[config.mk]
export PLATFORM = sky130hd
export DESIGN_NAME = cpu_add_sub_alu_with_flags_unit
export DESIGN_NICKNAME = d
export VERILOG_FILES = /design/src/sv/cpuas_pkg.sv /design/src/sv/cpuas_ram.sv /design/src/sv/cpuas_alu.sv /design/src/sv/cpu_add_sub_alu_with_flags_unit.sv
export SDC_FILE = /design/constraint.sdc
export NUM_CORES = 1
export LEC_CHECK = 0
export ABC_AREA = 1
export BUFFER_PORTS_ARGS = -buffer_cell sky130_fd_sc_hd__buf_2
export CORE_ASPECT_RATIO = 0.75
export CORE_MARGIN = 10
export CORE_UTILIZATION = 55
export CTS_CLUSTER_DIAMETER = 50
export CTS_CLUSTER_SIZE = 12
export DETAILED_ROUTE_END_ITERATION = 8
export PLACE_DENSITY = 0.77
export SLEW_MARGIN = 20
export SYNTH_ARGS = -nofsm -noshare
export SYNTH_HDL_FRONTEND = slang
export SYNTH_SLANG_ARGS = --single-unit
[constraint.sdc]
create_clock -name aclk -period 2.9 [get_ports aclk]
set_input_delay 0.145 -clock aclk [delete_from_list [all_inputs] [get_ports aclk]]
set_output_delay 0.145 -clock aclk [all_outputs]
set_load 0.005 [all_outputs]
[src/sv/cpuas_pkg.sv]
// Shared types and constants for the add/subtract ALU with flags.
package cpuas_pkg;

    typedef enum logic [2:0] {
        FUNC_ADD       = 3'd0,
        FUNC_ADC       = 3'd1,
        FUNC_SUB       = 3'd2,
        FUNC_SBC       = 3'd3,
        FUNC_PAIR_ADD  = 3'd4,
        FUNC_PAIR_SADD = 3'd5
    } func_t;

    localparam int FLAG_Z = 3;
    localparam int FLAG_N = 2;
    localparam int FLAG_H = 1;
    localparam int FLAG_C = 0;

    typedef struct packed {
        logic        wr_en;
        logic [15:0] wr_data;
        logic [15:0] result;
        logic [3:0]  flags;
    } alu_res_t;

endpackage

[src/sv/cpuas_ram.sv]
// Generic RAM, one write port and two registered read ports.
module cpuas_ram #(
    parameter int WIDTH = 16,
    parameter int DEPTH = 4
) (
    input  logic                     aclk,
    input  logic                     we,
    input  logic [$clog2(DEPTH)-1:0] waddr,
    input  logic [WIDTH-1:0]         wdata,
    input  logic                     re,
    input  logic [$clog2(DEPTH)-1:0] raddr_a,
    input  logic [$clog2(DEPTH)-1:0] raddr_b,
    output logic [WIDTH-1:0]         rdata_a,
    output logic [WIDTH-1:0]         rdata_b
);

    logic [WIDTH-1:0] mem_reg [DEPTH];
    logic [WIDTH-1:0] rdata_a_reg;
    logic [WIDTH-1:0] rdata_b_reg;

    always_ff @(posedge aclk) begin
        if (we) begin
            mem_reg[waddr] <= wdata;
        end
        if (re) begin
            rdata_a_reg <= mem_reg[raddr_a];
            rdata_b_reg <= mem_reg[raddr_b];
        end
    end

    assign rdata_a = rdata_a_reg;
    assign rdata_b = rdata_b_reg;

endmodule

[src/sv/cpuas_alu.sv]
// Byte and pair add/subtract datapath with flag generation.
module cpuas_alu
    import cpuas_pkg::*;
(
    input  logic [2:0]  func,
    input  logic [2:0]  dst_index,
    input  logic [2:0]  src_index,
    input  logic        src_is_operand,
    input  logic [7:0]  operand,
    input  logic [15:0] dst_pair,
    input  logic [15:0] src_pair,
    input  logic [3:0]  flags_in,
    output alu_res_t    res
);

    logic [7:0]  a_byte;
    logic [7:0]  b_byte;
    logic        cin;
    logic [8:0]  sum9;
    logic [4:0]  sum5;
    logic [8:0]  dif9;
    logic [4:0]  dif5;
    logic [7:0]  byte_res;
    logic [16:0] sum17;
    logic [12:0] sum13;
    logic [15:0] sadd;
    logic [4:0]  sadd_h;
    logic [8:0]  sadd_c;
    logic [15:0] byte_wr;

    always_comb begin
        a_byte = dst_index[0] ? dst_pair[7:0] : dst_pair[15:8];
        b_byte = src_is_operand ? operand
               : (src_index[0] ? src_pair[7:0] : src_pair[15:8]);
        cin    = (func == FUNC_ADC || func == FUNC_SBC) ? flags_in[FLAG_C] : 1'b0;
        sum9   = {1'b0, a_byte} + {1'b0, b_byte} + 9'(cin);
        sum5   = {1'b0, a_byte[3:0]} + {1'b0, b_byte[3:0]} + 5'(cin);
        dif9   = {1'b0, a_byte} - {1'b0, b_byte} - 9'(cin);
        dif5   = {1'b0, a_byte[3:0]} - {1'b0, b_byte[3:0]} - 5'(cin);
        sum17  = {1'b0, dst_pair} + {1'b0, src_pair};
        sum13  = {1'b0, dst_pair[11:0]} + {1'b0, src_pair[11:0]};
        sadd   = dst_pair + {{8{operand[7]}}, operand};
        sadd_h = {1'b0, dst_pair[3:0]} + {1'b0, operand[3:0]};
        sadd_c = {1'b0, dst_pair[7:0]} + {1'b0, operand};
        byte_res = (func == FUNC_ADD || func == FUNC_ADC) ? sum9[7:0] : dif9[7:0];
        byte_wr  = dst_index[0] ? {dst_pair[15:8], byte_res} : {byte_res, dst_pair[7:0]};

        res = '0;
        unique case (func)
            FUNC_ADD, FUNC_ADC: begin
                res.wr_en          = 1'b1;
                res.wr_data        = byte_wr;
                res.result         = {8'h00, byte_res};
                res.flags[FLAG_Z]  = (byte_res == 8'h00);
                res.flags[FLAG_H]  = sum5[4];
                res.flags[FLAG_C]  = sum9[8];
            end
            FUNC_SUB, FUNC_SBC: begin
                res.wr_en          = 1'b1;
                res.wr_data        = byte_wr;
                res.result         = {8'h00, byte_res};
                res.flags[FLAG_Z]  = (byte_res == 8'h00);
                res.flags[FLAG_N]  = 1'b1;
                res.flags[FLAG_H]  = dif5[4];
                res.flags[FLAG_C]  = dif9[8];
            end
            FUNC_PAIR_ADD: begin
                res.wr_en          = 1'b1;
                res.wr_data        = sum17[15:0];
                res.result         = sum17[15:0];
                res.flags[FLAG_Z]  = flags_in[FLAG_Z];
                res.flags[FLAG_H]  = sum13[12];
                res.flags[FLAG_C]  = sum17[16];
            end
            FUNC_PAIR_SADD: begin
                res.wr_en          = 1'b1;
                res.wr_data        = sadd;
                res.result         = sadd;
                res.flags[FLAG_H]  = sadd_h[4];
                res.flags[FLAG_C]  = sadd_c[8];
            end
            default: begin
                res.flags = flags_in;
            end
        endcase
    end

endmodule

[src/sv/cpu_add_sub_alu_with_flags_unit.sv]
// Top level of the 8-bit add/subtract ALU with zero, negative, half and carry flags.
// One item is accepted every cycle unless m_ready holds the result stage; it moves from
// the input registers to the result registers. The register file is a RAM of register
// pairs whose two read ports are sampled as the item is accepted, and the item ahead
// forwards its write into that read. Result and flags are registered as the registers
// and flags are written, so later items always see them. Reset clears the flags and the
// per-pair valid bits, so every register reads as zero at once; no clearing pass is needed.
module cpu_add_sub_alu_with_flags_unit
    import cpuas_pkg::*;
#(
    parameter int REG_COUNT = 8
) (
    input  logic        aclk,
    input  logic        aresetn,
    input  logic        s_valid,
    output logic        s_ready,
    input  logic [2:0]  s_func,
    input  logic [2:0]  s_dst_index,
    input  logic [2:0]  s_src_index,
    input  logic        s_src_is_operand,
    input  logic [7:0]  s_operand,
    input  logic [15:0] s_pc,
    output logic        m_valid,
    input  logic        m_ready,
    output logic [15:0] m_result,
    output logic [3:0]  m_flag_out,
    output logic [15:0] m_next_pc
);

    localparam int PAIR_DEPTH = (REG_COUNT + 1) / 2;
    localparam int ADDR_W     = $clog2(PAIR_DEPTH);

    logic              in_vld_reg;
    logic [2:0]        func_reg;
    logic [2:0]        dst_index_reg;
    logic [2:0]        src_index_reg;
    logic              src_is_operand_reg;
    logic [7:0]        operand_reg;
    logic [15:0]       pc_reg;
    logic [ADDR_W-1:0] waddr_reg;
    logic              dst_byp_reg;
    logic              src_byp_reg;
    logic              dst_vld_reg;
    logic              src_vld_reg;
    logic [15:0]       byp_data_reg;
    logic [PAIR_DEPTH-1:0] pvld_reg;
    logic [3:0]        flag_reg;

    logic              out_vld_reg;
    logic [15:0]       result_reg;
    logic [3:0]        flag_out_reg;
    logic [15:0]       next_pc_reg;

    logic              s_accept;
    logic              advance;
    logic              wr_en;
    logic              s_pair_op;
    logic [ADDR_W-1:0] rd_dst_addr;
    logic [ADDR_W-1:0] rd_src_addr;
    logic [15:0]       rdata_dst;
    logic [15:0]       rdata_src;
    logic [15:0]       dst_pair;
    logic [15:0]       src_pair;
    alu_res_t          alu_res;

    assign advance  = in_vld_reg && (!out_vld_reg || m_ready);
    assign s_ready  = !in_vld_reg || advance;
    assign s_accept = s_valid && s_ready;
    assign wr_en    = advance && alu_res.wr_en;

    assign s_pair_op   = (s_func == FUNC_PAIR_ADD) || (s_func == FUNC_PAIR_SADD);
    assign rd_dst_addr = s_pair_op ? ADDR_W'(s_dst_index[1:0]) : ADDR_W'(s_dst_index[2:1]);
    assign rd_src_addr = s_pair_op ? ADDR_W'(s_src_index[1:0]) : ADDR_W'(s_src_index[2:1]);

    cpuas_ram #(
        .WIDTH (16),
        .DEPTH (PAIR_DEPTH)
    ) u_regs (
        .aclk    (aclk),
        .we      (wr_en),
        .waddr   (waddr_reg),
        .wdata   (alu_res.wr_data),
        .re      (s_accept),
        .raddr_a (rd_dst_addr),
        .raddr_b (rd_src_addr),
        .rdata_a (rdata_dst),
        .rdata_b (rdata_src)
    );

    assign dst_pair = dst_byp_reg ? byp_data_reg : (dst_vld_reg ? rdata_dst : 16'h0000);
    assign src_pair = src_byp_reg ? byp_data_reg : (src_vld_reg ? rdata_src : 16'h0000);

    cpuas_alu u_alu (
        .func           (func_reg),
        .dst_index      (dst_index_reg),
        .src_index      (src_index_reg),
        .src_is_operand (src_is_operand_reg),
        .operand        (operand_reg),
        .dst_pair       (dst_pair),
        .src_pair       (src_pair),
        .flags_in       (flag_reg),
        .res            (alu_res)
    );

    // Input stage: capture the item and forward the write of the item ahead.
    always_ff @(posedge aclk) begin
        if (!aresetn) begin
            in_vld_reg <= 1'b0;
        end else if (s_accept) begin
            in_vld_reg <= 1'b1;
        end else if (advance) begin
            in_vld_reg <= 1'b0;
        end
        if (s_accept) begin
            func_reg           <= s_func;
            dst_index_reg      <= s_dst_index;
            src_index_reg      <= s_src_index;
            src_is_operand_reg <= s_src_is_operand;
            operand_reg        <= s_operand;
            pc_reg             <= s_pc;
            waddr_reg          <= rd_dst_addr;
            dst_byp_reg        <= wr_en && (waddr_reg == rd_dst_addr);
            src_byp_reg        <= wr_en && (waddr_reg == rd_src_addr);
            dst_vld_reg        <= pvld_reg[rd_dst_addr];
            src_vld_reg        <= pvld_reg[rd_src_addr];
            byp_data_reg       <= alu_res.wr_data;
        end
    end

    // Architectural state: pair valid bits and flags.
    always_ff @(posedge aclk) begin
        if (!aresetn) begin
            pvld_reg <= '0;
            flag_reg <= '0;
        end else if (advance) begin
            flag_reg <= alu_res.flags;
            if (alu_res.wr_en) begin
                pvld_reg[waddr_reg] <= 1'b1;
            end
        end
    end

    // Result stage: hold until taken.
    always_ff @(posedge aclk) begin
        if (!aresetn) begin
            out_vld_reg <= 1'b0;
        end else if (advance) begin
            out_vld_reg <= 1'b1;
        end else if (m_ready) begin
            out_vld_reg <= 1'b0;
        end
        if (advance) begin
            result_reg   <= alu_res.result;
            flag_out_reg <= alu_res.flags;
            next_pc_reg  <= pc_reg + 16'd1;
        end
    end

    assign m_valid    = out_vld_reg;
    assign m_result   = result_reg;
    assign m_flag_out = flag_out_reg;
    assign m_next_pc  = next_pc_reg;

endmodule
==> results of run 1 <==
-- power by group through the flow --
stage / clock network (mW) / logic [mW] / registers [mW]
floorplan: 0 / 1.30 / 3.46
global placement: 0 / 2.21 / 3.49
detailed placement: 0 / 2.25 / 3.49
CTS: 2.35 / 2.49 / 3.43
global route: 2.47 / 3.15 / 3.45
finish: 2.34 / 2.95 / 3.44
-- cells by family after synthesis --
kind of cell	share of synthesized area, %
AND/OR/NAND/NOR	16.9
AO/OA/AOI/OAI	16.1
flip-flops	52.4
adder cells (fa/ha/maj)	6.93
XOR/XNOR	1.60
buffers and inverters	6.11
-- per-stage QoR --
step	instances	setup TNS [ns]	hold slack, ns
5_1_grt	1719	-30.51	0.0445
2_1_floorplan	1166	-0.0152	0.244
6_report	1719	-21.48	0.00515
3_5_place_dp	1622	-36.62	0.323
3_3_place_gp	1622	-29.21	0.321
4_1_cts	1697	-15.46	0.00279
-- area by class of cell --
class / count / area [um2]
clock buffers: 18 / 429
clock inverters: 14 / 149
fillers: 1219 / 4550
inverters: 136 / 534
multi-input cells: 802 / 5480
flip-flops and latches: 194 / 5730
well taps: 253 / 317
repair buffers: 302 / 2250
-- cell usage in the layout, fill, tap and decap left out, drive strengths merged, types with 2 or more instances in the layout --
master,count
o22ai,36
inv,137
ha,51
buf,270
clkinvlp,2
a22oi,22
clkinv,10
a22o,3
nor3,13
a21oi,63
nand3,66
edfxtp,184
nand4,3
dlygate4sd3,32
dfxtp,10
xor2,19
o21bai,8
o211ai,8
nor2,138
nor3b,3
o21a,2
or2,8
o21ai,159
clkbuf,18
fa,6
nand3b,2
nand2,182
a21o,4
-- per-layer routing --
metal  GRT usage, %  vias to the layer above  share of wire, %
met5              0                        -                 0
met4           8.39                        0               2.5
met3           6.79                       87                12
met2           38.3                      673                45
met1           36.5                     4874                41
li1               -                     4655                 -
-- timing repair --
item                                    CTS  global route
cloned                                    0             0
pin swaps                                21            69
hold buffers                             32             0
endpoints found under the hold margin    34             0
resized for setup                        81           167
setup buffers                            11            25
endpoints found under the setup margin   96           101
-- critical path, cell delays in order, from the launching register on --
cell and delay [ns]:
edfxtp_1 0.41, inv_2 0.08, nand2_2 0.06, clkinv_4 0.09
buf_12 0.12, buf_4 0.11, a22oi_1 0.07, o21ai_1 0.44
ha_4 0.30, ha_4 0.29, nand2_1 0.07, inv_2 0.07
nand3_2 0.10, nand3_2 0.11, nand2_2 0.07, nand2_1 0.06
nand2_1 0.11, nand2_2 0.11, nand2_1 0.07, o211ai_1 0.13
nand3_2 0.17
-- path summary, 6_finish.rpt --
| kind | startpoint | endpoint | cells past startpoint |
|---|---|---|---|
| setup / recovery | dst_byp_reg | byp_data_reg[14] | 20 |
| setup reg to reg | dst_byp_reg | byp_data_reg[14] | 20 |
| hold reg to reg | pvld_reg[2] | pvld_reg[2] | 2 |
| hold / removal | s_valid | in_vld_reg | 3 |
==> out/metrics.cfg, run 1 <==
[setup_path]
reg2reg_slack_ns = -0.44
worstPathArrival_ns = 3.50
critPathRequiredTime_ns = 3.06
startpoint_type = register
end_kind = register
path_max_fanout = 6
crit_type = reg2reg

[status]
status = finished with violations
violations = negative setup slack

[synthesis]
synth_edf_count = 184
synth_flop_cell = edfxtp_1
synth.distinct_cells = 47
post-synth-top-count-cell = edfxtp_1
yosys_warnings = 0
synth_cells = 1166
synth.largest_area_cell = edfxtp_1
netlist_area_um2 = 10900
synth_area_per_cell_um2 = 9.38
yosys-top-cells-area = edfxtp_1, nand2_1, o21ai_0
seq_area_frac_synth_pct = 52.4
synth_nets = 1261
async_flop_share_pct = 0
netlist_top_cells_count = edfxtp_1, nand2_1, nor2_1
ys_seq_elements = 194
yosysTopAreaCellShare_pct = 50.5

[pwr]
peakVddDrop_uv = 385
p_sw_share_pct = 33.6
power_frac_clock_pct = 26.8
p_comb_share_pct = 33.8
p_int_mw = 5.80
total_power_mw = 8.73
p_seq_share_pct = 39.4
p_leak_nw = 6.29
p_per_area_nw_per_um2 = 587
switching_power_mw = 2.93

[sta]
fmaxAchievable_mhz = 299
timing.final.max_slew_violations = 0
fin_skew_ns = 0.0122
worstMarginPinSlew_ns = 0.769
setup_slack_ns = -0.440
grt_setup_unrepaired = true
hold_viol = 0
slew_headroom_pct = 48.2
period_share_pct = 115
finalSetupViolCount = 94
fin_crit_ns = 3.34

[layout]
utilization_pct = 76.6
syn_to_final_growth_pct = 36.1
num-nets-final = 1548
antenna_cells = 0
largest_reg_flops = 64
fin_area_um2 = 14900
layout-drive-gt1-share_pct = 37.1

[placement]
pre_cts_ws_ns = -0.570
dp_hpwl_um = 24700
place_area_um2 = 12800
gp_congestion = 0.981
io_buffers = 75

[detailed_routing]
drt_wl_total_um = 36000
wl_per_cell_um = 20.9
detailedRoute.firstIterationViolations = 1283
drt_pass1_iterations = 6
detail-route-antenna-nets = 0
drt-vias-per-instance = 5.99
drcViolationCount = 0
num_vias = 10300

[floorplan]
initial_utilization_pct = 56.3
io_pins = 76
placeableCoreArea_um2 = 19400
die_area_um2 = 26000
die-width_um = 183
die-height_um = 142
rows = 44

[clock_tree]
clkTransAtPathRegs_ns = 0.07
root_buffer = clkbuf_16
clockBufferDepth = 2
htree_levels = 4
cts_tree = yes
cts_buffers = 17
worstSkewPairLatency_ns = 0.45
clock_sink_count = 194

[job]
drv_cap = 0

[min_path]
min-delay-path-class = in2reg

[global_route]
track_usage_pct = 25.9
grt_pass1_vias = 9585
antenna_found_initial = 0
grt_pass1_wl_um = 53000
grt.overflow.total = 0
grt_max_degree = 36

(Power assumes the default switching activity.)
==> run 2, diff against run 1 <==
--- a/config.mk
+++ b/config.mk
@@ -9,11 +9,11 @@
 export BUFFER_PORTS_ARGS = -buffer_cell sky130_fd_sc_hd__buf_2
 export CORE_ASPECT_RATIO = 0.75
 export CORE_MARGIN = 10
-export CORE_UTILIZATION = 55
+export CORE_UTILIZATION = 61
 export CTS_CLUSTER_DIAMETER = 50
 export CTS_CLUSTER_SIZE = 12
 export DETAILED_ROUTE_END_ITERATION = 8
-export PLACE_DENSITY = 0.77
+export PLACE_DENSITY = 0.8
 export SLEW_MARGIN = 20
 export SYNTH_ARGS = -nofsm -noshare
 export SYNTH_HDL_FRONTEND = slang
==> constraint.sdc (replaced) <==
create_clock -name aclk -period 3.26 [get_ports aclk]
set_input_delay 0.163 -clock aclk [delete_from_list [all_inputs] [get_ports aclk]]
set_output_delay 0.163 -clock aclk [all_outputs]
set_load 0.005 [all_outputs]
==> run 2 against run 1 <==
Against the previous run:
- wire length fell by 7.6%
- combinational power fell by 23%
- the run still ends with negative setup slack left
- largest power group unchanged
- cell area fell by 6.0%
- global-route usage rose by 0.29 points
==> out/metrics.cfg, run 2 (synthesized netlist as in run 1, its figures left out) <==
[sta]
setup_slack_ns = -0.00481  ; +0.435 ns
finalSetupViolCount = 3  ; -97%
worstMarginPinSlew_ns = 0.964  ; +0.195 ns
period_share_pct = 100  ; -15 points
fmaxAchievable_mhz = 306  ; +2.3%
fin_skew_ns = 0.0113  ; -0.000899 ns
timing.final.max_slew_violations = 0  ; unchanged
fin_hold_ws_ns = 0.0178  ; +0.0127 ns
slew_headroom_pct = 35.1  ; -13 points
grt_setup_unrepaired = true
hold_viol = 0  ; unchanged
fin_crit_ns = 3.26  ; -0.0751 ns

[layout]
syn_to_final_growth_pct = 28.0
final_cell_mix = edfxtp_1, nand2_1, nor2_1, o21ai_0, inv_1
mostFrequentLayoutCell = edfxtp_1
largest_reg_flops = 64  ; unchanged
num-nets-final = 1465  ; -5.4%
layout-drive-gt1-share_pct = 29.8  ; -7.3 points
fin_area_um2 = 14000  ; -6.0%
fillers = 1054  ; -14%

[status]
violations = negative setup slack
status = finished with violations

[detailed_routing]
num_vias = 9848  ; -4.3%
detailedRoute.firstIterationViolations = 1490  ; +16%
drt-vias-per-instance = 6.06  ; +1.2%
detail-route-antenna-nets = 0  ; unchanged
wl_per_cell_um = 20.5  ; -2.3%
drt_pass1_iterations = 6  ; unchanged
drcViolationCount = 0  ; unchanged
drt_wl_total_um = 33300  ; -7.6%

[setup_path]
end_kind = register
ff2ff_path_depth = 22  ; +10%
reg2reg_slack_ns = -0.005  ; +0.44 ns
path_max_fanout = 6  ; unchanged
crit_type = reg2reg
worstPathArrival_ns = 3.42  ; -0.08 ns
startpoint_type = register
critPathRequiredTime_ns = 3.41  ; +0.35 ns
worstReg2RegStart = src_byp_reg
r2r-end = u_regs.mem_reg[0][15]

[placement]
place_area_um2 = 12200  ; -4.4%
io_buffers = 75  ; unchanged
dp_hpwl_um = 23000  ; -6.9%
gp_congestion = 0.999  ; +1.8%

[floorplan]
die_area_um2 = 23700  ; -8.6%
io_pins = 76  ; unchanged
die-height_um = 136  ; -4.3%
initial_utilization_pct = 62.1  ; +5.8 points
rows = 42  ; -4.5%
placeableCoreArea_um2 = 17600  ; -9.4%
die-width_um = 175  ; -4.5%

[global_route]
grt.overflow.total = 0  ; unchanged
grt_pass1_wl_um = 48900  ; -7.6%
grt_pass1_vias = 8945  ; -6.7%
antenna_found_initial = 1  ; +1
track_usage_pct = 26.2  ; +0.29 points
grt_max_degree = 51  ; +42%

[pwr]
p_leak_nw = 5.88  ; -6.6%
peakVddDrop_uv = 400  ; +3.8%
p_per_area_nw_per_um2 = 534  ; -9.0%

[clock_tree]
worstSkewPairLatency_ns = 0.44  ; about the same
htree_levels = 4  ; unchanged
root_buffer = clkbuf_16
clkTransAtPathRegs_ns = 0.08  ; about the same
clock_sink_count = 194  ; unchanged
clockBufferDepth = 2  ; unchanged
cts_tree = yes
cts_buffers = 17  ; unchanged

[job]
drv_cap = 0  ; unchanged

[min_path]
hold_depth = 3  ; unchanged
hp-start = aresetn
min-delay-path-class = in2reg
min_to = flag_reg[0]

==> run 2: cell types whose count changed in the layout (fill, tap and decap cells not counted), sizes merged <==
cell	delta
buf	-81
diode	+1
clkinvlp	-2
clkbuf	+3
clkinv	-5
dlygate4sd3	-2
bufinv	+1
inv	+3
==> run 2: critical path, stage by stage, from the launching register on <==
cell and delay [ns]:
edfxtp_1 0.45, inv_1 0.08, nand2_1 0.06, inv_2 0.11, buf_6 0.15, buf_6 0.13, a22oi_1 0.07, inv_1 0.09
nor2_1 0.04, o21ai_1 0.22, buf_4 0.18, ha_4 0.21, buf_4 0.14, inv_1 0.10, nor3_1 0.08, nor2_1 0.16
nand2_1 0.08, nand2_1 0.08, nand3_2 0.08, nand2_2 0.09, nand2_2 0.05, o211ai_1 0.12, nand2_2 0.17
==> run 2: how the worst max path moves through the flow <==
stage	start	endpoint	slack [ns]
3_3_place_gp	src_byp_reg	u_regs.mem_reg[2][12]	-0.12
6_report	src_byp_reg	u_regs.mem_reg[0][15]	-0.005
3_5_place_dp	src_byp_reg	u_regs.mem_reg[2][12]	-0.24
2_1_floorplan	src_byp_reg	byp_data_reg[13]	0.08
5_1_grt	src_byp_reg	u_regs.mem_reg[0][15]	-0.20
4_1_cts	src_byp_reg	u_regs.mem_reg[0][15]	0.0002
==> run 2: routing by layer <==
layer	up-vias	track usage [%]	part of all wire, %
li1	4497	-	-
met2	615	42.5	48
met4	0	6.90	2.0
met3	73	5.43	11
met5	-	0	0
met1	4663	35.5	40
==> run 2: area by class of cell <==
| cell class | count | area (um2) | area share, % |
|---|---|---|---|
| Antenna cell | 1 | 2.50 | 0.0179 |
| Multi-Input combinational cell | 802 | 5230 | 37.4 |
| Timing Repair Buffer | 219 | 1620 | 11.6 |
| Clock inverter | 11 | 148 | 1.05 |
| Sequential cell | 194 | 5730 | 40.9 |
| Tap cell | 242 | 303 | 2.16 |
| Clock buffer | 21 | 450 | 3.22 |
| Inverter | 136 | 519 | 3.71 |
==> run 2: metrics by stage <==
stage	utilization [%]	setup slack (ns)	setup TNS, ns	total power, mW	std cells
floorplan	-	0.0774	0	4.19	1166
global placement	69.5	-0.118	-3.72	4.87	1545
detailed placement	69.5	-0.242	-9.59	4.90	1545
CTS	75.1	0.000220	0	7.06	1608
global route	79.5	-0.204	-5.81	7.79	1626
finish	79.5	-0.00481	-0.0133	7.48	1626
==> run 2: power breakdown <==
part           switching (mW)  leakage, nW  internal [mW]  total (mW)
logic                    1.37         3.75          0.906        2.28
clock network           0.962        0.294           1.18        2.14
registers              0.0931         1.84           2.97        3.06
==> run 2: timing repair <==
item / 4_1_cts / 5_1_grt
gates resized for setup: 25 / 149
cloned: 0 / 1
endpoints found under the setup margin: 72 / 83
pin swaps: 4 / 43
setup buffers: 1 / 16
hold buffers: 30 / 0
endpoints found under the hold margin: 30 / 0
==> run 3, diff against run 2 <==
--- a/config.mk
+++ b/config.mk
@@ -6,8 +6,8 @@
 export NUM_CORES = 1
 export LEC_CHECK = 0
 export ABC_AREA = 1
+export ABC_CLOCK_PERIOD_IN_PS = 3260
 export BUFFER_PORTS_ARGS = -buffer_cell sky130_fd_sc_hd__buf_2
-export CORE_ASPECT_RATIO = 0.75
 export CORE_MARGIN = 10
 export CORE_UTILIZATION = 61
 export CTS_CLUSTER_DIAMETER = 50
==> run 3 against run 2 <==
Against the previous run:
- the flow still finishes with violations (negative setup slack)
- clock-buffer cell count decreased by 4
- fmax down 1.1%
- non-clock buffer count fell by 16
- first-iteration DRC count down 16%
- via count grew 2.0%
- combinational power shrank 5%
- worst setup slack worse by 0.037 ns
- core utilization decreased by 1.4 points
- clock power shrank 2%
- global-route usage shrank 0.46 points
- sequential share of layout area is 1.2 points higher
- critical endpoint is now u_regs.mem_reg[1][15]
- largest cell class unchanged
- largest power group unchanged
- highest routed layer unchanged
==> out/metrics.cfg, run 3 (synthesized netlist as in run 1, its figures left out) <==
[clock_tree]
clock_sink_count = 194  ; unchanged
worstSkewPairLatency_ns = 0.44  ; about the same
root_buffer = clkbuf_16
cts_tree = yes
htree_levels = 4  ; unchanged
clockBufferDepth = 2  ; unchanged
cts_buffers = 17  ; unchanged
clkTransAtPathRegs_ns = 0.08  ; about the same

[layout]
mostFrequentLayoutCell = edfxtp_1
syn_to_final_growth_pct = 24.4
instances_no_fill = 1591  ; -2.2%
fin_area_um2 = 13600  ; -2.8%
antenna_cells = 0  ; -1
final_cell_mix = edfxtp_1, nand2_1, nor2_1, o21ai_0, inv_1
largest_reg_flops = 64  ; unchanged
utilization_pct = 78.1  ; -1.4 points
layout-drive-gt1-share_pct = 26.6  ; -3.1 points
num-nets-final = 1449  ; -1.1%

[global_route]
antenna_found_initial = 0  ; -1
track_usage_pct = 25.8  ; -0.46 points
grt_pass1_wl_um = 48800  ; -0.18%
grt.overflow.total = 0  ; unchanged
grt_max_degree = 42  ; -18%
grt_pass1_vias = 9502  ; +6.2%

[placement]
io_buffers = 75  ; unchanged
placed_cells = 1506  ; -2.5%
place_area_um2 = 12000  ; -1.7%
gp_congestion = 1.01  ; +0.71%
dp_hpwl_um = 21900  ; -4.6%

[floorplan]
die_area_um2 = 23700  ; -0.23%
die-width_um = 154  ; -12%
die-height_um = 154  ; +13%
rows = 48  ; +14%
initial_utilization_pct = 62.8  ; +0.67 points
io_pins = 76  ; unchanged
placeableCoreArea_um2 = 17400  ; -1.1%

[status]
violations = negative setup slack
status = finished with violations

[detailed_routing]
drt_pass1_iterations = 6  ; unchanged
drt-vias-per-instance = 6.31  ; +4.2%
detailedRoute.firstIterationViolations = 1256  ; -16%
detail-route-antenna-nets = 0  ; unchanged
wl_per_cell_um = 21.1  ; +3.2%
drt_wl_total_um = 33600  ; +0.95%
drcViolationCount = 0  ; unchanged
num_vias = 10000  ; +2.0%

[setup_path]
worstPathArrival_ns = 3.46  ; +0.04 ns
critPathRequiredTime_ns = 3.42  ; about the same
startpoint_type = register
end_kind = register
path_max_fanout = 7  ; +1
crit_type = reg2reg

[sta]
fin_hold_ws_ns = 0.0209  ; +0.00313 ns
worstMarginPinSlew_ns = 0.837  ; -0.127 ns
hold_viol = 0  ; unchanged
grt_setup_unrepaired = true
setup_slack_ns = -0.0422  ; -0.0374 ns
fmaxAchievable_mhz = 303  ; -1.1%
fin_crit_ns = 3.30  ; +0.0374 ns
period_share_pct = 101  ; +1.1 points
slew_headroom_pct = 43.6  ; +8.5 points
fin_skew_ns = 0.0101  ; -0.00123 ns
finalSetupViolCount = 10  ; +7
timing.final.max_slew_violations = 0  ; unchanged

[job]
drv_cap = 0  ; unchanged

[pwr]
total_power_mw = 7.31  ; -2.3%
p_per_area_nw_per_um2 = 537  ; +0.55%
p_leak_nw = 5.77  ; -1.8%
peakVddDrop_uv = 426  ; +6.6%

[min_path]
min-delay-path-class = in2reg

[run 3: metal layers]
layer	track usage [%]	vias to the layer above	share of wire (%)
met5	0	-	0
met4	10.5	0	4.2
met3	4.99	152	11
met2	43.8	715	50
met1	31.5	4730	36
li1	-	4447	-
[run 3: worst max-delay path, stage by stage (launching register included)]
cell	delay, ns
edfxtp_1	0.36
inv_1	0.05
nand2_1	0.06
inv_2	0.06
buf_8	0.13
buf_6	0.13
a22oi_1	0.17
inv_1	0.17
o21ai_2	0.19
nand2_2	0.12
ha_2	0.18
inv_1	0.09
ha_4	0.24
nand2_4	0.09
nor2_2	0.06
nor2_4	0.08
nand2_2	0.07
nand2_2	0.09
nand2_1	0.06
nand2_1	0.09
nand3_2	0.10
nand2_2	0.09
nand2_1	0.07
o211ai_1	0.14
nand2_2	0.15
[run 3: area by class of cell]
| cell class | count | area, um2 |
|---|---|---|
| Sequential cell | 194 | 5730 |
| Inverter | 136 | 519 |
| Tap cell | 225 | 282 |
| Fill cell | 1046 | 3810 |
| Timing Repair Buffer | 203 | 1450 |
| Multi-Input combinational cell | 802 | 5040 |
| Clock buffer | 17 | 425 |
| Clock inverter | 14 | 156 |
[run 3: power breakdown]
part           switching (mW)  internal, mW  total [mW]
logic                    1.34         0.819        2.16
clock network            1.01          1.08        2.09
registers              0.0938          2.97        3.06
total                    2.44          4.86        7.31
[run 3: worst paths after layout]
path                             startpoint               endpoint  slack, ns  cells past startpoint
worst max-delay path            src_byp_reg  u_regs.mem_reg[1][15]      -0.04                     24
worst min-delay path                s_valid             in_vld_reg       0.02                      3
worst max register to register  src_byp_reg  u_regs.mem_reg[1][15]      -0.04                     24
worst min register to register  pvld_reg[1]            pvld_reg[1]       0.51                      2
[run 3: metrics by stage]
stage	TNS (ns)	setup slack, ns
final	-0.236	-0.0422
after global routing	-6.56	-0.216
after CTS	0	0.00166
after detailed placement	-1.57	-0.0907
after global placement	0	0.00922
after floorplan	0	0.0774
[run 3: what timing repair did]
action / 4_1_cts / 5_1_grt
endpoints found under the hold margin: 31 / 0
buffers inserted: 0 / 23
gates resized for setup: 13 / 126
cloned: 0 / 0
hold buffers: 31 / 0
pin swaps: 0 / 41
setup endpoints to repair: 49 / 78
